===== src/hdl/gvrw_pkg.sv =====
// shared types and constants for the grid voxel ray walker
`default_nettype none
package gvrw_pkg;
	localparam int DATA_W = 32;
	localparam int FRAC_BITS = 16;
	localparam int MAX_CELLS = 16;
	localparam int POS_W = $clog2(MAX_CELLS);
	localparam int ID_W = 12;
	localparam int CELLS_W = 5;
	localparam int SIZE_W = 31;
	localparam int CFG_IDX_W = 3;
	localparam int NUM_AX = 3;
	localparam int AX_W = 2;
	localparam int MUL_A_W = 38;
	localparam int PROD_W = 2 * DATA_W;
	localparam int MAG_W = PROD_W + 8;

	localparam logic [DATA_W-1:0] SAT_MAX = {1'b0, {(DATA_W-1){1'b1}}};
	localparam logic [DATA_W-1:0] SAT_MIN = {1'b1, {(DATA_W-1){1'b0}}};

	localparam logic [CFG_IDX_W-1:0] CFG_CELLS_X = 3'd0;
	localparam logic [CFG_IDX_W-1:0] CFG_CELLS_Y = 3'd1;
	localparam logic [CFG_IDX_W-1:0] CFG_CELLS_Z = 3'd2;
	localparam logic [CFG_IDX_W-1:0] CFG_SIZE_X = 3'd3;
	localparam logic [CFG_IDX_W-1:0] CFG_SIZE_Y = 3'd4;
	localparam logic [CFG_IDX_W-1:0] CFG_SIZE_Z = 3'd5;

	typedef enum logic {
		OP_LOAD = 1'b0,
		OP_STEP = 1'b1
	} op_t;

	typedef struct packed {
		op_t op;
		logic [NUM_AX-1:0][DATA_W-1:0] origin;
		logic [NUM_AX-1:0][DATA_W-1:0] dir;
		logic [NUM_AX-1:0][DATA_W-1:0] inv_dir;
		logic [DATA_W-1:0] t_start;
	} item_t;

	typedef struct packed {
		logic [NUM_AX-1:0][CELLS_W-1:0] cells;
		logic [NUM_AX-1:0][SIZE_W-1:0] size;
	} cfg_t;

	typedef enum logic [3:0] {
		ST_IDLE,
		ST_AXIS,
		ST_MLO,
		ST_MHI,
		ST_MFIN,
		ST_USE,
		ST_DIV,
		ST_ADV,
		ST_ID,
		ST_EMIT
	} state_t;

	typedef enum logic [1:0] {
		MK_T,
		MK_B,
		MK_D
	} mul_kind_t;
endpackage
`default_nettype wire


===== src/hdl/gvrw_front.sv =====
// front end: accepts items, classifies the command and queues them
`default_nettype none
module gvrw_front (
	input  wire logic clk,
	input  wire logic arst_n,
	input  wire logic in_valid,
	output logic in_stall,
	input  wire logic cmd,
	input  wire logic [gvrw_pkg::DATA_W-1:0] origin_x,
	input  wire logic [gvrw_pkg::DATA_W-1:0] origin_y,
	input  wire logic [gvrw_pkg::DATA_W-1:0] origin_z,
	input  wire logic [gvrw_pkg::DATA_W-1:0] dir_x,
	input  wire logic [gvrw_pkg::DATA_W-1:0] dir_y,
	input  wire logic [gvrw_pkg::DATA_W-1:0] dir_z,
	input  wire logic [gvrw_pkg::DATA_W-1:0] inv_dir_x,
	input  wire logic [gvrw_pkg::DATA_W-1:0] inv_dir_y,
	input  wire logic [gvrw_pkg::DATA_W-1:0] inv_dir_z,
	input  wire logic [gvrw_pkg::DATA_W-1:0] t_start,
	output logic q_valid,
	output gvrw_pkg::item_t q_item,
	input  wire logic q_pop
);
	import gvrw_pkg::*;

	item_t fifo_q [2];
	logic wr_ptr_q;
	logic rd_ptr_q;
	logic [1:0] count_q;
	item_t item_c;
	logic push;

	always_comb begin
		item_c.op = cmd ? OP_STEP : OP_LOAD;
		item_c.origin = {origin_z, origin_y, origin_x};
		item_c.dir = {dir_z, dir_y, dir_x};
		item_c.inv_dir = {inv_dir_z, inv_dir_y, inv_dir_x};
		item_c.t_start = t_start;
	end

	assign in_stall = (count_q == 2'd2);
	assign push = in_valid && !in_stall;
	assign q_valid = (count_q != 2'd0);
	assign q_item = fifo_q[rd_ptr_q];

	always_ff @(posedge clk or negedge arst_n) begin
		if (!arst_n) begin
			wr_ptr_q <= 1'b0;
			rd_ptr_q <= 1'b0;
			count_q <= 2'd0;
		end else begin
			if (push)
				wr_ptr_q <= !wr_ptr_q;
			if (q_pop)
				rd_ptr_q <= !rd_ptr_q;
			if (push && !q_pop)
				count_q <= count_q + 2'd1;
			else if (!push && q_pop)
				count_q <= count_q - 2'd1;
		end
	end

	always_ff @(posedge clk) begin
		if (push)
			fifo_q[wr_ptr_q] <= item_c;
	end
endmodule
`default_nettype wire


===== config.mk =====
export PLATFORM = sky130hd
export DESIGN_NAME = gvrw_front
export DESIGN_NICKNAME = d
export VERILOG_FILES = /design/src/hdl/gvrw_pkg.sv /design/src/hdl/gvrw_front.sv
export SDC_FILE = /design/constraint.sdc
export NUM_CORES = 1
export LEC_CHECK = 0
export ABC_CLOCK_PERIOD_IN_PS = 22000
export BUFFER_PORTS_ARGS = -buffer_cell sky130_fd_sc_hd__buf_2
export CORE_AREA = 2 2 251 253
export DETAILED_ROUTE_END_ITERATION = 8
export DIE_AREA = 0 0 253 255
export PLACE_DENSITY_LB_ADDON = 0.15
export SLEW_MARGIN = 20
export SYNTH_ARGS = -nofsm -noshare
export SYNTH_HDL_FRONTEND = slang
export SYNTH_SLANG_ARGS = --single-unit

===== constraint.sdc =====
create_clock -name clk -period 22 [get_ports clk]
set_clock_uncertainty 0.05 [all_clocks]
set_input_delay 2.2 -clock clk [delete_from_list [all_inputs] [get_ports clk]]
set_output_delay 2.2 -clock clk [all_outputs]
set_load 0.02 [all_outputs]

# Word-level counts from Yosys, hierarchy flattened
# Memories as Yosys holds them, arrays and structs flattened.
# Cells that the tools add are included.
[totals]
reg_bits = 4
latch_bits = 0
mem_bits_rw = 642
rom_bits = 0
inputBits = 325
out_inout_bits = 323
wordCells = 22
mem_count = 1
[mem_list]
columns = ["name", "depth", "word_bits", "rd", "rd_clocked_by_memory_dff", "write_ports", "line_no", "source"]
rows = [
  ["fifo_q", 2, 321, 1, 0, 1, "gvrw_front.sv:25", "item_t fifo_q [2];"],
]
[op_classes]
addsub = 2
mul = 0
div_mod_pow = 0
magnitude_cmp = 0
n_eq_ne = 1
n_shift = 0
mux = 5
bitwise_logic = 0
n_reduce_logical = 10
[ops]
columns = ["operator", "n"]
rows = [
  ["1-bit logical NOT", 5],
  ["2-bit two-way mux", 2],
  ["2-bit nonzero test", 2],
  ["1-bit logical AND", 3],
  ["1-bit two-way mux", 3],
  ["2-bit by 1-bit adder with 2-bit output, second input constant", 1],
  ["2-bit == test, second input constant", 1],
  ["2-bit by 1-bit subtractor with 2-bit output, second input constant", 1],
]

# Longest topological paths before layout
# Gate-level depths: netlist (run 1).
[logic_depth]
word_depth = 7
depth_mapped = 7
depth_no_buf = 7

# Worst setup path after synthesis (run 1)
# No wires, ideal clock.
[synth_path]
path_type = "in2reg"
start = "input in_valid"
end = "memory fifo_q[0][0] in the netlist's numbering (enable)"
setup_ns = 1.010
t_arrival_ns = 15.577
t_required_ns = 20.940
path_slack_ns = 5.364
path_stages = 2
n_path_buf = 0
path_cell_list = "nand2_1 nor2_1"
[synth_via]
elab_chain_len = 3
[synth_rtl]
columns = ["element", "line_no", "source"]
rows = [
  ["start, declared", "gvrw_front.sv:6", "input wire logic in_valid,"],
  ["1-bit logical AND", "gvrw_front.sv:41", "assign push = in_valid && !in_stall;"],
  ["1-bit two-way mux", "gvrw_front.sv:63", "if (push)"],
  ["1-bit two-way mux (implied by the code)", "gvrw_front.sv:64", "fifo_q[wr_ptr_q] <= item_c;"],
  ["end, declared", "gvrw_front.sv:25", ""],
]
# No other way between the ends.

==> impl_metrics.json, run 1 <==
{
  "ys_ff_latch": 646,
  "io_pins": 648,
  "clockRootBuffer": "clkbuf_16",
  "cp-start-kind": "flop",
  "postRouteAntennaNets": 0,
  "syn_nets": 1344,
  "port_buffers": 647,
  "status": "completed",
  "max-vdd-ir-drop_mv": 0.1248,
  "hold_buffers": 0,
  "hp-class": "reg2reg",
  "hold_violations": 0,
  "synth_compound_area_share_pct": 0,
  "placed_cell_area_um2": 27600,
  "cts_tree": "built",
  "p_leak_nw": 11.20,
  "arrival_ns": 3.74,
  "r2r-start": "count_q[0]",
  "synth_top_area_share_pct": 81.64,
  "vias": 12073,
  "overflow": 0,
  "drv_cap": 0,
  "grt_pass1_wl_um": 79470,
  "tightest_slew_ns": 1.081,
  "synth_top_area_cell": "edfxtp_1",
  "drt_iter0_markers": 631,
  "drtPass1Iterations": 4,
  "slew_violations": 0,
  "die_area_um2": 64520,
  "cts.sinks": 646,
  "die_x_um": 253,
  "fin_cells": 2584,
  "cts_buffers": 71,
  "synth_seq_area_share_pct": 82.06,
  "timing.critical_path.buf_inv": 4,
  "ys_top_cells_by_area": "edfxtp_1 (82%), mux2_2 (13%), mux2_4 (2.5%)",
  "die_h_um": 255,
  "max_slew_margin_pct": 27.93,
  "reg2reg_slack_ns": 18.32,
  "rsz0062_at_grt": "no",
  "drive_gt1_share_pct": 60.56,
  "critPathRequiredTime_ns": 19.75,
  "crit_path_start": "rd_ptr_q",
  "finalNetCount": 2041,
  "synthMuxAreaShare_pct": 15.94,
  "cpPeakStageDelay_ns": 0.75,
  "grt_usage_pct": 16.97,
  "grt_pass1_vias": 12611,
  "r2r_cells": 4,
  "setup_viol": 0,
  "cts-resized-gates": 0,
  "endpoint_kind": "primary output",
  "design_area_um2": 29880,
  "netlist_instances": 1018,
  "synthDistinctLibCells": 16,
  "period_share_pct": 27.23,
  "ys_warn_count": 0,
  "crit_cells": 5,
  "powerDensity_nw_per_um2": 143.1,
  "path_clk_slew_ns": 0.06,
  "rr_endpoint": "fifo_q[1][279]",
  "placeableCoreArea_um2": 62160,
  "yosys.area_share.adder_pct": 0.05298,
  "place_congestion": 0.8284,
  "cpLargestDelayFamily": "buffers and inverters",
  "yosys.area_share.xor_xnor_pct": 0.1854,
  "area_growth_pct": 26.55,
  "timing.fmax_mhz": 166.9,
  "numPlacedInstances": 2440,
  "wl_um": 57590,
  "syn_area_per_cell_um2": 23.20,
  "dpl_worst_slack_ns": 16.51,
  "tns_ns": 0,
  "critPathSlowestCell": "dfrtp_4",
  "cts.path.max_buffers": 3,
  "synth-simple-area-share_pct": 0.1272,
  "synthesis.area_um2": 23620,
  "setup.worst_path.end": "q_item[98]",
  "min_period_ns": 5.991,
  "critPathKind": "reg2out",
  "drc_errors": 0,
  "h-tree-depth": 3,
  "setup_ws_ns": 16.01,
  "clock_latency_ns": 0.58,
  "rows": 92,
  "antenna_found_initial": 26,
  "grt_max_degree": 172,
  "start_util_pct": 37.99,
  "vias_per_cell": 4.672,
  "cts_setup_buffers": 0,
  "path_max_fanout": 122,
  "wl_per_cell_um": 22.29,
  "synth_top_family_by_area": "multiplexers",
  "cp_cell_sequence": "buf_6 > buf_12 > buf_16 > mux2_1 > buf_2",
  "dpl.hpwl_um": 39780
}
==> placed cells by master, fill, tap and decap left out, drive strengths merged <==
master and n:
and3 1, buf 660, bufinv 4, clkbuf 92, clkinv 25, clkinvlp 3, dfrtp 4, diode 15
edfxtp 642, ha 1, inv 7, mux2 321, nand2 1, nand2b 1, nor2 2, or2 1
xnor2 2, xor2 3
==> worst reg2reg max path: stages (launching register included) <==
cell	delay, ns
dfrtp_1	0.41
nand2b_1	0.19
and3_4	0.70
buf_4	0.96
buf_4	0.91
==> cell usage after synthesis <==
master / n
dfrtp_1: 4
xnor2_1: 2
edfxtp_1: 642
mux2_4: 40
ha_1: 1
buf_6: 31
and3_1: 1
buf_2: 5
nor2_1: 2
mux2_2: 273
inv_1: 3
nand2_1: 1
nand2b_1: 1
mux2_1: 8
xor2_1: 3
or2_2: 1
==> cell families after synthesis <==
group                    Yosys count
buffers and inverters             39
flip-flops                       646
adder cells (fa/ha/maj)            1
XOR/XNOR                           5
multiplexers                     321
AND/OR/NAND/NOR                    6
==> report_power, final <==
group	leakage, nW	internal, mW	switching [mW]	total (mW)
Clock	1.07	0.664	0.464	1.13
Combinational	4.12	0.515	0.877	1.39
Sequential	6.01	1.69	0.0715	1.76
Total	11.2	2.87	1.41	4.28
==> final cells by class <==
class | instances | area [um2]
repair buffers | 660 | 3372
multi-input cells | 333 | 3864
diodes | 15 | 37.54
well taps | 799 | 999.7
flip-flops and latches | 646 | 19380
inverters | 3 | 11.26
clock inverters | 36 | 299.0
fillers | 5370 | 32270
clock buffers | 92 | 1919
==> routing by layer <==
layer  share of wire, %  track usage (%)
met1                 35            18.03
met2                 53            30.01
met3                8.4            6.580
met4                2.9            7.303
met5               0.22                0
==> stage by stage <==
stage	hold slack (ns)	total power, mW	utilization, %
CTS	0.4525	4.345	47.97
global route	0.4901	4.469	48.06
floorplan	0.4059	2.869	-
global placement	0.4232	3.190	44.40
detailed placement	0.4423	3.201	44.40
finish	0.4495	4.278	48.08
==> flip-flops by register name (all words and copies together), names as in the netlist <==
register,cells
count_q,2
fifo_q,642
rd_ptr_q,1
wr_ptr_q,1
==> worst min path at each step <==
stage,start,to,slack (ns),cells past startpoint
3_5_place_dp,count_q[1],count_q[1],0.44,1
6_report,count_q[1],count_q[1],0.45,1
3_3_place_gp,count_q[1],count_q[1],0.42,1
5_1_grt,count_q[1],count_q[1],0.49,1
4_1_cts,count_q[1],count_q[1],0.45,1
2_1_floorplan,count_q[1],count_q[1],0.41,1
(Power assumes the default switching activity.)
==> run 2, diff against run 1 <==
--- a/config.mk
+++ b/config.mk
@@ -5,11 +5,12 @@
 export SDC_FILE = /design/constraint.sdc
 export NUM_CORES = 1
 export LEC_CHECK = 0
-export ABC_CLOCK_PERIOD_IN_PS = 22000
+export ABC_AREA = 1
+export ABC_CLOCK_PERIOD_IN_PS = 5000
 export BUFFER_PORTS_ARGS = -buffer_cell sky130_fd_sc_hd__buf_2
-export CORE_AREA = 2 2 251 253
+export CORE_AREA = 2 2 249 251
 export DETAILED_ROUTE_END_ITERATION = 8
-export DIE_AREA = 0 0 253 255
+export DIE_AREA = 0 0 251 253
 export PLACE_DENSITY_LB_ADDON = 0.15
 export SLEW_MARGIN = 20
 export SYNTH_ARGS = -nofsm -noshare
==> constraint.sdc (replaced) <==
create_clock -name clk -period 5 [get_ports clk]
set_clock_uncertainty 0.05 [all_clocks]
set_input_delay 0.5 -clock clk [delete_from_list [all_inputs] [get_ports clk]]
set_output_delay 0.5 -clock clk [all_outputs]
set_load 0.02 [all_outputs]
==> impl_metrics.json, run 2 <==
{
  "syn_area_per_cell_um2": 22.99,
  "status": "completed",
  "max_slew_margin_pct": 28.76,
  "critPathSlowestCell": "dfrtp_4",
  "yosysMostFrequentCell": "edfxtp_1",
  "dpl.hpwl_um": 39310,
  "synth_edf_count": 642,
  "timing.fmax_mhz": 296.8,
  "placeableCoreArea_um2": 61030,
  "path_clk_slew_ns": 0.06,
  "die_h_um": 253,
  "top_regs": "fifo_q (642), count_q (2)",
  "wl_um": 56900,
  "place_congestion": 0.7931,
  "slew_violations": 0,
  "largest_reg_flops": 642,
  "min_period_ns": 3.370,
  "setup_viol": 0,
  "io_pins": 648,
  "drtPass1Iterations": 4,
  "overflow": 0,
  "hold_ws_ns": 0.04701,
  "p_leak_nw": 11.45,
  "period_share_pct": 67.40,
  "critPathRequiredTime_ns": 4.45,
  "cpLargestDelayFamily": "flip-flops",
  "r2r_cells": 7,
  "cts.path.max_buffers": 3,
  "path_max_fanout": 76,
  "drc_errors": 0,
  "synth_flop_cell": "edfxtp_1",
  "design_area_um2": 30400,
  "postRouteAntennaNets": 0,
  "antenna_found_initial": 27,
  "async_flop_share_pct": 0.6192,
  "area_growth_pct": 28.63,
  "powerDensity_nw_per_um2": 630.8,
  "die_area_um2": 63500,
  "rsz0062_at_grt": "no",
  "cts.sinks": 646,
  "grt_pass1_wl_um": 80070,
  "drv_cap": 0,
  "endpoint_kind": "primary output",
  "drive_gt1_share_pct": 60.33,
  "setup_ws_ns": 1.630,
  "cts_buffers": 71,
  "hp-class": "in2reg",
  "hold_path_end": "fifo_q[1][86]",
  "cpPeakStageDelay_ns": 1.05,
  "vias": 12235,
  "dpl_worst_slack_ns": 2.014,
  "netlist_instances": 1028,
  "rr_endpoint": "fifo_q[0][47]",
  "hold_buffers": 17,
  "grt_max_degree": 176,
  "critPathKind": "reg2out",
  "vias_per_cell": 4.686,
  "r2r-start": "count_q[1]",
  "ys_warn_count": 0,
  "clock_latency_ns": 0.58,
  "synth_seq_area_share_pct": 81.99,
  "grt_usage_pct": 17.21,
  "synth_commonest_cells": "edfxtp_1 (642), mux2_2 (273), mux2_4 (40)",
  "cts_setup_buffers": 0,
  "drt_iter0_markers": 549,
  "timing.critical_path.buf_inv": 2,
  "die_x_um": 251,
  "hold_path.startpoint": "inv_dir_y[22]",
  "layout_common_cells": "buf_2 (647), edfxtp_1 (642), mux2_2 (273)",
  "ys_ff_latch": 646,
  "cts-resized-gates": 0,
  "finalNetCount": 2075,
  "grt_pass1_vias": 12670,
  "port_buffers": 647,
  "clockRootBuffer": "clkbuf_16",
  "syn_nets": 1354,
  "rows": 91,
  "cp_cell_sequence": "buf_12 > mux2_2 > buf_2",
  "fin_util_pct": 49.82,
  "synth_top_area_cell": "edfxtp_1",
  "synth_top_area_share_pct": 81.57,
  "h-tree-depth": 3,
  "ys_top_cells_by_area": "edfxtp_1 (82%), mux2_2 (13%), mux2_4 (2.5%)",
  "arrival_ns": 2.82,
  "reg2reg_slack_ns": 2.40,
  "final_common_cell": "buf_2",
  "hold_depth": 1,
  "cts_tree": "built",
  "synthDistinctLibCells": 16,
  "tightest_slew_ns": 1.069,
  "hold_violations": 0,
  "max-vdd-ir-drop_mv": 0.3585,
  "start_util_pct": 38.73,
  "fill_cells": 5134,
  "cp-start-kind": "flop",
  "synthesis.area_um2": 23640,
  "regMostFlops": "fifo_q",
  "placed_cell_area_um2": 27800,
  "wl_per_cell_um": 21.79
}
[run 2: worst max-delay path by stage]
stage / cells past startpoint / startpoint / slack [ns] / endpoint
5_1_grt: 3 / rd_ptr_q / 1.45 / q_item[137]
2_1_floorplan: 4 / count_q[0] / -1.0 / fifo_q[0][0]
4_1_cts: 3 / rd_ptr_q / 1.49 / q_item[295]
3_3_place_gp: 7 / in_valid / 1.98 / fifo_q[0][102]
3_5_place_dp: 7 / in_valid / 2.01 / fifo_q[0][95]
6_report: 3 / rd_ptr_q / 1.63 / q_item[137]
[run 2: per-layer routing]
metal  GRT usage (%)  part of all wire [%]  vias up
met5               0                  0.26        -
met4           7.568                   2.6       24
met3           6.065                   7.8      101
met2           30.58                    54      388
met1           18.49                    35     6144
li1                -                     -     5578
[run 2: area by class of cell]
cell class              instances  area, um2  area share [%]
clock buffers                  82       1861           6.120
clock inverters                47      506.7           1.667
multi-input cells             338       3872           12.74
flip-flops and latches        646      19380           63.75
well taps                     790      988.4           3.251
diodes                         16      40.04          0.1317
inverters                       8      33.78          0.1111
repair buffers                684       3719           12.23
[run 2: logic make-up after synthesis]
kind of cell	after synthesis	synth area share, %
multiplexers	321	15.93
adder cells (fa/ha/maj)	1	0.05293
buffers and inverters	44	1.710
XOR/XNOR	2	0.07413
flip-flops	646	81.99
AO/OA/AOI/OAI	1	0.02115
AND/OR/NAND/NOR	13	0.2223
[run 2: per-stage QoR]
step | total power, mW | instances | setup TNS, ns
after CTS | 19.49 | 2594 | 0
after detailed placement | 14.15 | 2448 | 0
final | 19.18 | 2611 | 0
after global placement | 14.07 | 2446 | 0
after floorplan | 12.22 | 1028 | -615.57
after global routing | 20.00 | 2606 | 0
[run 2: where the power goes]
part	switching (mW)	internal (mW)	total, mW
sequential	0.332	7.38	7.71
clock	2.06	3.19	5.25
combinational	3.87	2.35	6.22
